$ cat config.mk
export PLATFORM = sky130hd
export DESIGN_NAME = utf8_to_utf16_stream_decoder_unit
export DESIGN_NICKNAME = d
export VERILOG_FILES = /design/src/hw/rtl/u8dec_pkg.sv /design/src/hw/rtl/utf8_to_utf16_stream_decoder_unit.sv /design/src/hw/rtl/u8dec_core.sv /design/src/hw/rtl/u8dec_fifo.sv
export SDC_FILE = /design/constraint.sdc
export NUM_CORES = 1
export LEC_CHECK = 0
export ABC_AREA = 1
export ABC_CLOCK_PERIOD_IN_PS = 8290
export BUFFER_PORTS_ARGS = -buffer_cell sky130_fd_sc_hd__buf_2
export CAP_MARGIN = 10
export CORE_MARGIN = 10
export CORE_UTILIZATION = 45
export CTS_CLUSTER_SIZE = 8
export DETAILED_ROUTE_END_ITERATION = 10
export GPL_ROUTABILITY_DRIVEN = 0
export SLEW_MARGIN = 20
export SYNTH_ARGS = -nofsm -noshare
export SYNTH_HDL_FRONTEND = slang
export SYNTH_SLANG_ARGS = --single-unit
$ cat constraint.sdc
create_clock -name clk -period 8.29 [get_ports clk]
set_input_delay 0.829 -clock clk [delete_from_list [all_inputs] [get_ports clk]]
set_output_delay 0.829 -clock clk [all_outputs]
set_load 0.02 [all_outputs]
$ cat src/hw/rtl/u8dec_pkg.sv
// Shared types and constants for the UTF-8 to UTF-16 stream decoder.
package u8dec_pkg;

    // Closing status codes, also used as the halt cause.
    typedef enum logic [1:0] {
        ST_OK      = 2'd0,
        ST_TRUNC   = 2'd1,
        ST_INVALID = 2'd2,
        ST_LIMIT   = 2'd3
    } status_t;

    localparam int unsigned UNIT_W     = 16;
    localparam int unsigned CP_W       = 21;
    localparam int unsigned FIFO_DEPTH = 4;
    localparam int unsigned FIFO_AW    = $clog2(FIFO_DEPTH);
    localparam int unsigned FIFO_CW    = $clog2(FIFO_DEPTH + 1);

    localparam logic [UNIT_W-1:0] MAX_UNITS_RESET = 16'hFFFF;
    localparam logic [UNIT_W-1:0] HI_SURR_BASE    = 16'hD800;
    localparam logic [UNIT_W-1:0] LO_SURR_BASE    = 16'hDC00;
    localparam logic [19:0]       SUPP_OFFSET     = 20'h10000;

    // One result transaction.
    typedef struct packed {
        logic [UNIT_W-1:0] code_unit;
        logic              unit_valid;
        logic              string_done;
        status_t           status;
        logic              last_of_run;
    } result_t;

    // Results produced by one decode step, handed to the result queue.
    typedef struct packed {
        logic [1:0] count;
        result_t    first;
        result_t    second;
    } push_t;

endpackage

$ cat src/hw/rtl/utf8_to_utf16_stream_decoder_unit.sv
// UTF-8 to UTF-16 stream decoder: top level.
//
// Input channel s_*: one UTF-8 byte per transaction, s_tlast on the last
// byte of a string. Output channel m_*: one UTF-16 code unit or a status
// per transaction. A 4-byte form yields a surrogate pair (two transactions);
// the transaction that closes a string has m_tlast high and carries the
// status (ok, truncated, invalid lead, unit limit). A closing status with no
// unit comes with unit_valid low and a zero code unit.
// cfg_wr_en/cfg_wr_data set the per-string unit limit; write only when idle.
//
// A byte accepted into the input register is decoded from there, and its
// results are written into the result queue, whose head is offered on m_*.
// Throughput: one byte per cycle while results are taken and the queue has
// room; a pair is two results, so the result queue's single read port sets
// the rate to one result per cycle.
// A byte sits in the input register until the 4-entry result queue has room
// for two results; a stalled receiver fills the queue and then drops s_tready.
// Reset: limit returns to 65535, string state clears, queue empties.
module utf8_to_utf16_stream_decoder_unit
    import u8dec_pkg::*;
(
    input  logic        clk,
    input  logic        rst_n,
    input  logic        cfg_wr_en,
    input  logic [15:0] cfg_wr_data,
    input  logic        s_tvalid,
    output logic        s_tready,
    input  logic [7:0]  s_tdata,   // [7:0] data_byte
    input  logic        s_tlast,   // end_of_string
    output logic        m_tvalid,
    input  logic        m_tready,
    output logic [15:0] m_tdata,   // [15:0] code_unit
    output logic [3:0]  m_tuser,   // [0] unit_valid, [2:1] status, [3] last_of_run
    output logic        m_tlast    // string_done
);

    logic       in_valid_reg, in_valid_next;
    logic [7:0] in_byte_reg;
    logic       in_eos_reg;
    logic       s_accept;
    logic       step;
    logic       room;
    logic       not_empty;
    push_t      push;
    result_t    head;

    // input stage drains whenever the queue can absorb a pair
    assign step     = in_valid_reg && room;
    assign s_tready = !in_valid_reg || step;
    assign s_accept = s_tvalid && s_tready;

    always_comb
    begin
        if (s_accept)
        begin
            in_valid_next = 1'b1;
        end
        else if (step)
        begin
            in_valid_next = 1'b0;
        end
        else
        begin
            in_valid_next = in_valid_reg;
        end
    end

    always_ff @(posedge clk or negedge rst_n)
    begin
        if (!rst_n)
        begin
            in_valid_reg <= 1'b0;
        end
        else
        begin
            in_valid_reg <= in_valid_next;
        end
    end

    always_ff @(posedge clk)
    begin
        if (s_accept)
        begin
            in_byte_reg <= s_tdata;
            in_eos_reg  <= s_tlast;
        end
    end

    u8dec_core u_core (
        .clk           (clk),
        .rst_n         (rst_n),
        .cfg_wr_en     (cfg_wr_en),
        .cfg_wr_data   (cfg_wr_data),
        .step          (step),
        .data_byte     (in_byte_reg),
        .end_of_string (in_eos_reg),
        .push          (push)
    );

    u8dec_fifo u_fifo (
        .clk       (clk),
        .rst_n     (rst_n),
        .push      (push),
        .pop       (m_tvalid && m_tready),
        .room      (room),
        .not_empty (not_empty),
        .head      (head)
    );

    assign m_tvalid = not_empty;
    assign m_tdata  = head.code_unit;
    assign m_tuser  = {head.last_of_run, head.status, head.unit_valid};
    assign m_tlast  = head.string_done;

`ifndef NO_ASSERTIONS
    // a result without a unit only ever closes a string
    a_novalid_closes: assert property (@(posedge clk) disable iff (!rst_n)
        (m_tvalid && !m_tuser[0]) |-> m_tlast)
        else $error("unit-less result does not close the string");

    // only the high half of a surrogate pair is not the last of its run
    a_pair_first: assert property (@(posedge clk) disable iff (!rst_n)
        (m_tvalid && !m_tuser[3]) |-> (m_tuser[0] && !m_tlast &&
                                       (m_tdata[15:10] == 6'b110110)))
        else $error("non-final result is not a high surrogate");

    // status is zero unless the result closes the string
    a_status_on_close: assert property (@(posedge clk) disable iff (!rst_n)
        (m_tvalid && !m_tlast) |-> (m_tuser[2:1] == 2'd0))
        else $error("status on a non-closing result");

    // input held back only while a byte waits for queue space
    a_ready_stall: assert property (@(posedge clk) disable iff (!rst_n)
        !s_tready |-> (in_valid_reg && !room))
        else $error("input stalled without a waiting byte");
`endif

endmodule

$ cat src/hw/rtl/u8dec_core.sv
// Decode step: string state, unit limit register and result formation.
module u8dec_core
    import u8dec_pkg::*;
(
    input  logic              clk,
    input  logic              rst_n,
    input  logic              cfg_wr_en,
    input  logic [UNIT_W-1:0] cfg_wr_data,
    input  logic              step,
    input  logic [7:0]        data_byte,
    input  logic              end_of_string,
    output push_t             push
);

    logic [UNIT_W-1:0] max_units_reg;
    logic [CP_W-1:0]   partial_reg,  partial_next;
    logic [1:0]        pending_reg,  pending_next;
    logic              four_reg,     four_next;
    logic [UNIT_W-1:0] emitted_reg,  emitted_next;
    logic              halted_reg,   halted_next;
    status_t           cause_reg,    cause_next;

    always_ff @(posedge clk or negedge rst_n)
    begin
        if (!rst_n)
        begin
            max_units_reg <= MAX_UNITS_RESET;
        end
        else if (cfg_wr_en)
        begin
            max_units_reg <= cfg_wr_data;
        end
    end

    always_comb
    begin
        logic              halt_v;
        status_t           cause_v;
        logic [CP_W-1:0]   partial_v;
        logic [1:0]        pending_v;
        logic              four_v;
        logic [1:0]        nu;
        logic [UNIT_W-1:0] u0;
        logic [UNIT_W-1:0] u1;
        logic [CP_W-1:0]   shifted;
        logic [19:0]       cp;
        logic [UNIT_W:0]   sum2;
        logic [UNIT_W-1:0] emitted_v;
        status_t           close_st;
        result_t           r0;
        result_t           r1;

        halt_v    = halted_reg;
        cause_v   = cause_reg;
        partial_v = partial_reg;
        pending_v = pending_reg;
        four_v    = four_reg;
        nu        = 2'd0;
        u0        = '0;
        u1        = '0;
        shifted   = {partial_reg[CP_W-7:0], data_byte[5:0]};
        cp        = shifted[19:0] - SUPP_OFFSET;
        sum2      = {1'b0, emitted_reg} + 17'd2;

        // limit check comes before the byte is looked at
        if (!halt_v && (emitted_reg >= max_units_reg))
        begin
            halt_v  = 1'b1;
            cause_v = ST_LIMIT;
        end

        if (!halt_v)
        begin
            if (pending_reg != 2'd0)
            begin
                partial_v = shifted;
                pending_v = pending_reg - 2'd1;
                if (pending_v == 2'd0)
                begin
                    if (four_reg)
                    begin
                        // pair never written partially
                        if (sum2 > {1'b0, max_units_reg})
                        begin
                            halt_v  = 1'b1;
                            cause_v = ST_LIMIT;
                        end
                        else
                        begin
                            u0 = HI_SURR_BASE | {6'd0, cp[19:10]};
                            u1 = LO_SURR_BASE | {6'd0, cp[9:0]};
                            nu = 2'd2;
                        end
                    end
                    else
                    begin
                        u0 = shifted[UNIT_W-1:0];
                        nu = 2'd1;
                    end
                    four_v    = 1'b0;
                    partial_v = '0;
                end
            end
            else
            begin
                case (data_byte) inside
                    [8'h00:8'h7F]:
                    begin
                        u0 = {8'd0, data_byte};
                        nu = 2'd1;
                    end
                    [8'hC0:8'hDF]:
                    begin
                        partial_v = {16'd0, data_byte[4:0]};
                        pending_v = 2'd1;
                    end
                    [8'hE0:8'hEF]:
                    begin
                        partial_v = {17'd0, data_byte[3:0]};
                        pending_v = 2'd2;
                    end
                    [8'hF0:8'hF7]:
                    begin
                        partial_v = {18'd0, data_byte[2:0]};
                        pending_v = 2'd3;
                        four_v    = 1'b1;
                    end
                    default:
                    begin
                        halt_v  = 1'b1;
                        cause_v = ST_INVALID;
                    end
                endcase
            end
        end

        emitted_v = emitted_reg + {14'd0, nu};

        if (halt_v)
        begin
            close_st = cause_v;
        end
        else if (pending_v != 2'd0)
        begin
            close_st = ST_TRUNC;
        end
        else
        begin
            close_st = ST_OK;
        end

        r0 = '{code_unit: u0, unit_valid: (nu != 2'd0), string_done: 1'b0,
               status: ST_OK, last_of_run: (nu != 2'd2)};
        r1 = '{code_unit: u1, unit_valid: 1'b1, string_done: 1'b0,
               status: ST_OK, last_of_run: 1'b1};
        if (end_of_string)
        begin
            if (nu == 2'd2)
            begin
                r1.string_done = 1'b1;
                r1.status      = close_st;
            end
            else
            begin
                r0.string_done = 1'b1;
                r0.status      = close_st;
            end
        end

        push.first  = r0;
        push.second = r1;
        if (!step)
        begin
            push.count = 2'd0;
        end
        else if ((nu == 2'd0) && end_of_string)
        begin
            push.count = 2'd1;
        end
        else
        begin
            push.count = nu;
        end

        partial_next = partial_reg;
        pending_next = pending_reg;
        four_next    = four_reg;
        emitted_next = emitted_reg;
        halted_next  = halted_reg;
        cause_next   = cause_reg;
        if (step)
        begin
            if (end_of_string)
            begin
                partial_next = '0;
                pending_next = 2'd0;
                four_next    = 1'b0;
                emitted_next = '0;
                halted_next  = 1'b0;
                cause_next   = ST_OK;
            end
            else
            begin
                partial_next = partial_v;
                pending_next = pending_v;
                four_next    = four_v;
                emitted_next = emitted_v;
                halted_next  = halt_v;
                cause_next   = cause_v;
            end
        end
    end

    always_ff @(posedge clk or negedge rst_n)
    begin
        if (!rst_n)
        begin
            partial_reg <= '0;
            pending_reg <= 2'd0;
            four_reg    <= 1'b0;
            emitted_reg <= '0;
            halted_reg  <= 1'b0;
            cause_reg   <= ST_OK;
        end
        else
        begin
            partial_reg <= partial_next;
            pending_reg <= pending_next;
            four_reg    <= four_next;
            emitted_reg <= emitted_next;
            halted_reg  <= halted_next;
            cause_reg   <= cause_next;
        end
    end

endmodule

$ cat src/hw/rtl/u8dec_fifo.sv
// Small result queue: takes up to two results per cycle, gives one.
module u8dec_fifo
    import u8dec_pkg::*;
(
    input  logic    clk,
    input  logic    rst_n,
    input  push_t   push,
    input  logic    pop,
    output logic    room,
    output logic    not_empty,
    output result_t head
);

    result_t             mem_reg [FIFO_DEPTH];
    logic [FIFO_AW-1:0]  wr_ptr_reg, wr_ptr_next;
    logic [FIFO_AW-1:0]  rd_ptr_reg, rd_ptr_next;
    logic [FIFO_CW-1:0]  count_reg,  count_next;
    logic [FIFO_AW-1:0]  wr_ptr_plus1;

    assign wr_ptr_plus1 = wr_ptr_reg + 1'b1;
    assign not_empty    = (count_reg != '0);
    // room for a full pair
    assign room         = (count_reg <= FIFO_CW'(FIFO_DEPTH - 2));
    assign head         = mem_reg[rd_ptr_reg];

    always_comb
    begin
        wr_ptr_next = wr_ptr_reg + FIFO_AW'(push.count);
        rd_ptr_next = rd_ptr_reg + FIFO_AW'(pop);
        count_next  = count_reg + FIFO_CW'(push.count) - FIFO_CW'(pop);
    end

    always_ff @(posedge clk)
    begin
        if (push.count != 2'd0)
        begin
            mem_reg[wr_ptr_reg] <= push.first;
        end
        if (push.count == 2'd2)
        begin
            mem_reg[wr_ptr_plus1] <= push.second;
        end
    end

    always_ff @(posedge clk or negedge rst_n)
    begin
        if (!rst_n)
        begin
            wr_ptr_reg <= '0;
            rd_ptr_reg <= '0;
            count_reg  <= '0;
        end
        else
        begin
            wr_ptr_reg <= wr_ptr_next;
            rd_ptr_reg <= rd_ptr_next;
            count_reg  <= count_next;
        end
    end

endmodule

==> metrics.cfg, run 1 <==
[logic_synthesis]
avgSynthCellArea_um2=8.27
yosysWarnings=0
synth_top_area_frac=0.278
synth.area.top_cells=edfxtp_1, dfrtp_1, nand2_1
yosys-top-cells-count=nand2_1, inv_1, nor2_1
synth_async_sr_flop_share=0.392
yosysMostFrequentCell=nand2_1
syn_area_um2=8740
ys_types=50
ys_ff_latch=153
synth_top_area_cell=edfxtp_1
ys_seq_area_frac=0.480
syn-num-nets=1129
syn_inst=1057
synth_edf_count=81
synth_ff_type=edfxtp_1

[final_layout]
insertedDiodeCount=0
nNetsFinal=1168
layout-drive-gt1-share=0.127
areaGrowthSynthToFinish_pct=11.3
final_core_util=0.515
largest_reg_flops=84
fill_cells=1837

[cts]
clkSinkCount=153
cts_tree=done
path_clk_slew_ns=0.07
ctsHoldBuffers=0
clk_latency_ns=0.44
cts-root-buf=clkbuf_16
cts_made_buffers=17
max-clock-path-buffers=2
h-tree-depth=4
cts_resized=0
post_cts_buffers=0

[detailed_routing]
ant_nets=0
drt_pass1_iterations=6
drcViolationCount=0
num_vias=7194
drt-total-wl_um=22700
avgViaCountPerCell=5.25
routedWlPerCell_um=16.5
drt_iter0_drc=747

[die]
fp.dieArea_um2=25400
row_count=50
initial_utilization=0.463
core_um2=18900
fp.dieH_um=159
die-width_um=159
ioPinCount=53

[global_routing]
overflow=0
grt_max_degree=61
grt_pass1_vias=6714
antenna_found_initial=0
grt_pass1_wl_um=36600
track_usage=0.177

[sta]
max_freq_ghz=0.211
period_minus_slack_ns=4.73
relSlewSlack=0.436
rsz0062_at_grt=false
fin_tns_setup_ns=0
finalClockSkew_ns=0.0162
setup_viol=0
worst_pin_slew_ns=0.844
finalCritPeriodShare=0.571
final_hold_viol_count=0
slew_violations=0

[place]
port_buffers=52
dp_hpwl_um=16800

[power_and_ir_drop]
irDropWorstVdd_uv=181
internal_power_w=0.00175
power_leakage_nw=4.43
power_frac_comb=0.401
p_sw_frac=0.425
powerDensity_nw_per_um2=314
p_seq_frac=0.361
power.switching_w=0.00130
pwr-share-clk=0.238

[hold_path]
hold_class=flop to flop

[flow_run]
drv_cap=0

[setup_path]
cpMostUsedCell=nor2_1
worstPathRequired_ns=8.35
cp_max_fo=25
max_stage_delay_ns=0.68
critPathKind=flop to flop
setup.worst_path.end_class=flop
worst_setup_path_start_kind=flop
crit_slowest_cell=nor2_1
path_cells=nand2_1 -> nor2_1 -> inv_1 -> nor2_1 -> or3b_2 -> nor3_1 -> xor2_1 -> ha_1 -> nand3_1 -> nor3_2 -> o31ai_4 -> nand2_4 -> nand4_4 -> nor2_1 -> inv_2 -> nand2_2
arrival_ns=4.80
r2r_slack_ns=3.56

[status]
status=finished, final reports clean

power by group through the flow:
stage               sequential [W]  clock, W  combinational [W]
finish                     0.00110  0.000726            0.00122
global route               0.00112  0.000770            0.00137
CTS                        0.00110  0.000736            0.00124
detailed placement         0.00112         0            0.00123
global placement           0.00111         0            0.00123
floorplan                  0.00108         0           0.000886
area by class of cell:
| type | instances | area, um2 | share of cell area |
|---|---|---|---|
| multi-input combinational | 733 | 3860 | 0.397 |
| timing repair buffer | 58 | 305 | 0.0314 |
| clock inverter | 14 | 116 | 0.0120 |
| inverter | 133 | 499 | 0.0513 |
| sequential | 153 | 4190 | 0.431 |
| tap | 260 | 325 | 0.0334 |
| clock buffer | 18 | 429 | 0.0441 |
worst max-delay path: cells and delay by family (launching register included):
kind	cells	cell delay [ns]
AND/OR/NAND/NOR	11	2.93
adder cells (fa/ha/maj)	1	0.33
flip-flops	1	0.43
buffers and inverters	2	0.42
XOR/XNOR	1	0.11
AO/OA/AOI/OAI	1	0.11
cell usage in the layout, fill, tap and decap left out, drive strengths merged, types with 2 or more instances in the layout:
cell and n:
dfxtp 12, o21bai 2, nor2 118, inv 137, xnor2 5, and2 2, ha 40, nand3b 4
a31oi 2, nand3 61, a21oi 47, edfxtp 81, xor2 16, clkinvlp 2, clkbuf 18, fa 2
nand2 256, buf 58, dfstp 16, nor3 15, nor3b 2, o22ai 34, o21ai 111, nand4 7
dfrtp 44, clkinv 8
stage by stage:
stage	setup WS, ns	hold slack (ns)	total power, W	area (um2)	std cells
after floorplan	4.56	0.424	0.00197	8740	1057
after global placement	3.81	0.435	0.00234	9180	1337
after detailed placement	3.68	0.437	0.00235	9180	1337
after CTS	3.66	0.454	0.00307	9730	1369
after global routing	3.21	0.493	0.00326	9730	1369
final	3.56	0.452	0.00305	9730	1369
path summary, 6_finish.rpt:
kind	depth (start not counted)	from	endpoint
setup / recovery	16	u_core.emitted_reg[8]	u_fifo.mem_reg[2][5]
hold / removal	2	u_fifo.mem_reg[1][0]	u_fifo.mem_reg[1][0]
setup reg to reg	16	u_core.emitted_reg[8]	u_fifo.mem_reg[2][5]
hold reg to reg	2	u_fifo.mem_reg[1][0]	u_fifo.mem_reg[1][0]
max in group asynchronous	2	rst_n	u_core.partial_reg[8]
min in group asynchronous	2	rst_n	u_core.emitted_reg[8]
cell families (layout without fill, tap and decap cells):
logic type	after synthesis	count (layout)	share of synthesized area
compound gates	203	203	0.126
flops	153	153	0.480
simple gates	466	466	0.231
mux	1	1	0.00129
xor+xnor	21	21	0.0210
fa+ha+maj	42	42	0.0619
buf+inv	171	223	0.0785
routing by layer:
metal / global-route usage / wire, um / up-vias
li1: - / - / 3584
met1: 0.248 / 10700 / 3365
met2: 0.270 / 10400 / 219
met3: 0.0284 / 1120 / 26
met4: 0.0611 / 459 / 0
met5: 0 / 0 / -
Power figures use the tool's default switching activity.
==> run 2: changes to the inputs <==
- ABC_CLOCK_PERIOD_IN_PS: 8290 -> 4800
- clock period: 8.29 -> 4.8 ns (I/O delays scaled with it)
==> run 2 against run 1 <==
Hold slack worse by 0.23 ns; critical endpoint is now u_fifo.mem_reg[3][6]; final area up 0.78%; global-route usage about the same; first-iteration DRC count down 15%; largest power group unchanged; cell count grew 0.58%; clock skew down 0.0070 ns; total power increased by 75%; core utilization increased by 0.40 points; die area is the same; register-to-register slack lost 3.0 ns.
==> metrics.cfg, run 2 (synthesis gave the netlist of run 1 again) <==
[cts]
clk_latency_ns=0.43  ; was 0.44 ns
h-tree-depth=4  ; unchanged
path_clk_slew_ns=0.07  ; about the same
post_cts_buffers=0  ; unchanged
ctsHoldBuffers=0  ; unchanged
max-clock-path-buffers=2  ; unchanged
clkSinkCount=153  ; unchanged
cts_resized=0  ; unchanged
cts_tree=done  ; unchanged
cts_made_buffers=17  ; unchanged
cts-root-buf=clkbuf_16  ; unchanged

[setup_path]
cpMostUsedCell=nand2_2  ; was nor2_1
max_stage_delay_ns=0.48  ; was 0.68 ns
arrival_ns=4.45  ; was 4.80 ns
ff2ff_path_depth=19  ; was 16
critPathBufInv=2  ; unchanged
worstPathRequired_ns=4.98  ; was 8.35 ns
r2r_start=u_core.emitted_reg[9]  ; was u_core.emitted_reg[8]
cp_max_fo=27  ; was 25
path_delay_family=simple AND/OR/NAND/NOR gates  ; unchanged
critPathKind=flop to flop  ; unchanged
setup.worst_path.end_class=flop  ; unchanged
path_cells=nand2_1 -> nor2_1 -> inv_1 -> nor2_1 -> or3b_2 -> nor3_1 -> xor2_1 -> ha_1 -> nand3_1 -> nor3_2 -> o31ai_4 -> nand2_4 -> nand3_4 -> nand2_2 -> nand3_4 -> nand2_2 -> nand2_2 -> nand2_1 -> inv_1  ; was nand2_1 -> nor2_1 -> inv_1 -> nor2_1 -> or3b_2 -> nor3_1 -> xor2_1 -> ha_1 -> nand3_1 -> nor3_2 -> o31ai_4 -> nand2_4 -> nand4_4 -> nor2_1 -> inv_2 -> nand2_2
r2r_end=u_fifo.mem_reg[3][6]  ; was u_fifo.mem_reg[2][5]
crit_slowest_cell=or3b_2  ; was nor2_1
r2r_slack_ns=0.53  ; was 3.56 ns
worst_setup_path_start_kind=flop  ; unchanged

[flow_run]
drv_cap=0  ; unchanged

[final_layout]
final_cell_mix=nand2_1, inv_1, nor2_1  ; unchanged
layout-drive-gt1-share=0.131  ; was 0.127
fill_cells=1831  ; was 1837
multiInputGateArea_um2=3860  ; unchanged
mostFrequentLayoutCell=nand2_1  ; unchanged
nNetsFinal=1176  ; was 1168
areaGrowthSynthToFinish_pct=12.2  ; was 11.3%
largest_reg_flops=84  ; unchanged
seqCellArea_um2=4190  ; unchanged
insertedDiodeCount=0  ; unchanged

[status]
status=finished, final reports clean  ; unchanged

[detailed_routing]
avgViaCountPerCell=5.22  ; was 5.25
drt-total-wl_um=22500  ; was 22700 um
drcViolationCount=0  ; unchanged
num_vias=7190  ; was 7194
routedWlPerCell_um=16.4  ; was 16.5 um
drt_pass1_iterations=5  ; was 6
drt_iter0_drc=637  ; was 747
ant_nets=0  ; unchanged

[power_and_ir_drop]
irDropWorstVdd_uv=324  ; was 181 uV
power_leakage_nw=4.47  ; was 4.43 nW
power_w=0.00535  ; was 0.00305 W
powerDensity_nw_per_um2=546  ; was 314 nW/um2

[sta]
final_hold_viol_count=0  ; unchanged
slew_violations=0  ; unchanged
rsz0062_at_grt=false  ; unchanged
fin_tns_setup_ns=0  ; unchanged
finalClockSkew_ns=0.00915  ; was 0.0162 ns
worst_pin_slew_ns=0.813  ; was 0.844 ns
finalCritPeriodShare=0.889  ; was 0.571
period_minus_slack_ns=4.27  ; was 4.73 ns
setup_viol=0  ; unchanged
relSlewSlack=0.458  ; was 0.436
max_freq_ghz=0.234  ; was 0.211 GHz

[place]
dp_hpwl_um=16300  ; was 16800 um
port_buffers=52  ; unchanged

[global_routing]
grt-busiest-layer=met2  ; unchanged
grt_pass1_wl_um=36600  ; about the same
use_met1=0.245  ; was 0.248
grt_max_degree=61  ; unchanged
antenna_found_initial=0  ; unchanged
track_usage=0.176  ; was 0.177
met3_usage=0.0330  ; was 0.0284
overflow=0  ; unchanged
met2_usage=0.274  ; was 0.270
grt_pass1_vias=6841  ; was 6714

[die]
fp.dieH_um=159  ; unchanged
initial_utilization=0.463  ; unchanged
die-width_um=159  ; unchanged
row_count=50  ; unchanged
core_um2=18900  ; unchanged
fp.dieArea_um2=25400  ; unchanged
ioPinCount=53  ; unchanged

[hold_path]
hold_class=input port to asynchronous set/reset pin  ; was flop to flop

-- run 2: worst reg2reg max path, cell delays in order (launching register included) --
cell	delay (ns)
dfrtp_1	0.40
nand2_1	0.12
nor2_1	0.10
inv_1	0.05
nor2_1	0.14
or3b_2	0.48
nor3_1	0.18
xor2_1	0.10
ha_1	0.32
nand3_1	0.09
nor3_2	0.23
o31ai_4	0.12
nand2_4	0.15
nand3_4	0.20
nand2_2	0.16
nand3_4	0.18
nand2_2	0.29
nand2_2	0.42
nand2_1	0.21
inv_1	0.05
-- run 2: area by class of cell --
type / count / area share
clock inverters: 12 / 0.0128
multi-input cells: 733 / 0.394
clock buffers: 20 / 0.0445
repair buffers: 66 / 0.0373
well taps: 260 / 0.0332
inverters: 133 / 0.0509
flip-flops and latches: 153 / 0.428
-- run 2: worst max path at each step --
stage	start	endpoint	slack, ns	depth (start not counted)
final	u_core.emitted_reg[9]	u_fifo.mem_reg[3][6]	0.53	19
after global routing	u_core.emitted_reg[8]	u_fifo.mem_reg[3][6]	0.09	19
after CTS	u_core.emitted_reg[8]	u_fifo.mem_reg[3][6]	0.52	19
after detailed placement	u_core.emitted_reg[8]	u_fifo.mem_reg[3][9]	0.55	19
after global placement	u_core.emitted_reg[8]	u_fifo.mem_reg[3][10]	0.65	19
after floorplan	u_core.emitted_reg[8]	u_core.emitted_reg[9]	1.07	23
-- run 2: through the flow --
step | hold slack (ns) | setup WS [ns] | instances | util | cell area [um2]
global route | 0.213 | 0.0927 | 1377 | 0.519 | 9800
floorplan | 0.184 | 1.07 | 1057 | - | 8740
CTS | 0.218 | 0.522 | 1377 | 0.519 | 9800
finish | 0.221 | 0.531 | 1377 | 0.519 | 9800
detailed placement | 0.438 | 0.553 | 1345 | 0.489 | 9240
global placement | 0.437 | 0.646 | 1345 | 0.489 | 9240
-- run 2: metal layers --
metal  vias up  part of all wire
met5         -                 0
met4         0             0.013
met3        30             0.042
met2       182              0.46
met1      3367              0.48
li1       3611                 -
-- run 2: power by group --
| group | internal (W) | total [W] | switching, W |
|---|---|---|---|
| registers | 0.00175 | 0.00190 | 0.000143 |
| clock network | 0.000763 | 0.00132 | 0.000557 |
| logic | 0.000616 | 0.00214 | 0.00152 |
==> run 3: changes to the inputs <==
- ABC_CLOCK_PERIOD_IN_PS: 4800 -> 5300
- clock period: 4.8 -> 5.3 ns (I/O delays scaled with it)
==> run 3 against run 2 <==
Highest routed layer unchanged; clock-buffer cell count decreased by 3; critical endpoint is now u_fifo.mem_reg[3][9]; flip-flop and latch count did not move; first-iteration DRC count up 4.9%; fmax is 2.5% lower; global-route usage rose by 0.17 points.
==> metrics.cfg, run 3 (synthesis gave the netlist of run 1 again) <==
[cts]
cts-root-buf=clkbuf_16  ; unchanged
cts_made_buffers=17  ; unchanged
cts_resized=0  ; unchanged
clk_latency_ns=0.42  ; was 0.43 ns
clkSinkCount=153  ; unchanged
cts_tree=done  ; unchanged
post_cts_buffers=0  ; unchanged
ctsHoldBuffers=0  ; unchanged
max-clock-path-buffers=2  ; unchanged
h-tree-depth=4  ; unchanged
path_clk_slew_ns=0.07  ; about the same

[global_routing]
grt_max_degree=61  ; unchanged
grt_pass1_wl_um=36900  ; was 36600 um
track_usage=0.178  ; was 0.176
grt_pass1_vias=6914  ; was 6841
antenna_found_initial=0  ; unchanged
overflow=0  ; unchanged

[setup_path]
cp_max_fo=27  ; unchanged
path_delay_family=simple AND/OR/NAND/NOR gates  ; unchanged
critPathBufInv=2  ; unchanged
cpMostUsedCell=nand2_2  ; unchanged
path_cells=nand2_1 -> nor2_1 -> inv_1 -> nor2_1 -> or3b_2 -> nor3_1 -> xor2_1 -> ha_1 -> nand3_1 -> nor3_2 -> o31ai_4 -> nand2_4 -> nand3_4 -> nand2_2 -> nand3_4 -> nand2_2 -> nand2_2 -> nand2_1 -> inv_1  ; unchanged
setup.worst_path.end_class=flop  ; unchanged
worstPathRequired_ns=5.48  ; was 4.98 ns
crit_slowest_cell=or3b_2  ; unchanged
worst_setup_path_start_kind=flop  ; unchanged
critPathKind=flop to flop  ; unchanged
max_stage_delay_ns=0.48  ; about the same
arrival_ns=4.56  ; was 4.45 ns

[flow_run]
drv_cap=0  ; unchanged

[final_layout]
largest_reg_flops=84  ; unchanged
final_core_util=0.517  ; was 0.519
insertedDiodeCount=0  ; unchanged
nNetsFinal=1176  ; unchanged
mostFrequentLayoutCell=nand2_1  ; unchanged
areaGrowthSynthToFinish_pct=11.9  ; was 12.2%
layout-drive-gt1-share=0.134  ; was 0.131
fill_cells=1852  ; was 1831
final_cell_mix=nand2_1, inv_1, nor2_1  ; unchanged

[detailed_routing]
drcViolationCount=0  ; unchanged
routedWlPerCell_um=16.4  ; about the same
num_vias=7256  ; was 7190
avgViaCountPerCell=5.27  ; was 5.22
drt_iter0_drc=668  ; was 637
ant_nets=0  ; unchanged
drt_pass1_iterations=5  ; unchanged
drt-total-wl_um=22500  ; about the same

[die]
ioPinCount=53  ; unchanged
die-width_um=159  ; unchanged
initial_utilization=0.463  ; unchanged
fp.dieH_um=159  ; unchanged
fp.dieArea_um2=25400  ; unchanged
core_um2=18900  ; unchanged
row_count=50  ; unchanged

[sta]
worst_pin_slew_ns=0.802  ; was 0.813 ns
period_minus_slack_ns=4.38  ; was 4.27 ns
slew_violations=0  ; unchanged
relSlewSlack=0.465  ; was 0.458
hold-worst-slack_ns=0.257  ; was 0.221 ns
finalCritPeriodShare=0.826  ; was 0.889
setup_viol=0  ; unchanged
fin_ws_ns=0.922  ; was 0.531 ns
rsz0062_at_grt=false  ; unchanged
finalClockSkew_ns=0.00806  ; was 0.00915 ns
max_freq_ghz=0.228  ; was 0.234 GHz
final_hold_viol_count=0  ; unchanged
fin_tns_setup_ns=0  ; unchanged

[power_and_ir_drop]
irDropWorstVdd_uv=342  ; was 324 uV
powerDensity_nw_per_um2=488  ; was 546 nW/um2
power_w=0.00477  ; was 0.00535 W
power_leakage_nw=4.46  ; was 4.47 nW

[place]
port_buffers=52  ; unchanged
post-place-ws_ns=0.895  ; was 0.553 ns
dp_hpwl_um=16400  ; was 16300 um

[hold_path]
hold_class=input port to asynchronous set/reset pin  ; unchanged

[status]
status=finished, final reports clean  ; unchanged

run 3: layout make-up:
type                            instances  area, um2  area share
Sequential cell                       153       4190       0.429
Multi-Input combinational cell        733       3860       0.395
Inverter                              133        499      0.0511
Clock buffer                           17        425      0.0435
Timing Repair Buffer                   66        365      0.0374
Tap cell                              260        325      0.0333
Clock inverter                         14        109      0.0111
run 3: where the power goes:
group / total (W) / leakage, nW / internal (W) / switching [W]
combinational: 0.00192 / 2.59 / 0.000551 / 0.00137
sequential: 0.00172 / 1.62 / 0.00159 / 0.000130
clock: 0.00113 / 0.258 / 0.000636 / 0.000491
run 3: path summary, 6_finish.rpt:
path / slack [ns] / depth (start not counted) / end / from
min in group clk: 0.28 / 1 / in_byte_reg[7] / s_tdata[7]
max: 0.92 / 19 / u_fifo.mem_reg[3][9] / u_core.emitted_reg[8]
max in group asynchronous: 4.49 / 2 / u_fifo.rd_ptr_reg[1] / rst_n
min: 0.26 / 2 / u_core.emitted_reg[7] / rst_n
max reg2reg: 0.92 / 19 / u_fifo.mem_reg[3][9] / u_core.emitted_reg[8]
min reg2reg: 0.46 / 2 / u_fifo.mem_reg[2][0] / u_fifo.mem_reg[2][0]
run 3: worst register-to-register path, delay by kind of cell, from the launching register on:
kind	cells	cell delay, ns
adders and majority gates	1	0.33
DFF	1	0.41
AOI/OAI and AO/OA	1	0.11
xor gates and xnor gates	1	0.10
buffers and inverters	2	0.10
and+or+nand+nor	14	3.11
run 3: through the flow:
step	std cells	area [um2]
final	1376	9780
after global routing	1376	9780
after CTS	1376	9780
after detailed placement	1345	9240
after global placement	1345	9240
after floorplan	1057	8740
run 3: layer usage:
metal / part of all wire / GRT usage
met1: 0.46 / 0.241
met4: 0.016 / 0.0564
met2: 0.47 / 0.283
met3: 0.054 / 0.0323
met5: 0 / 0
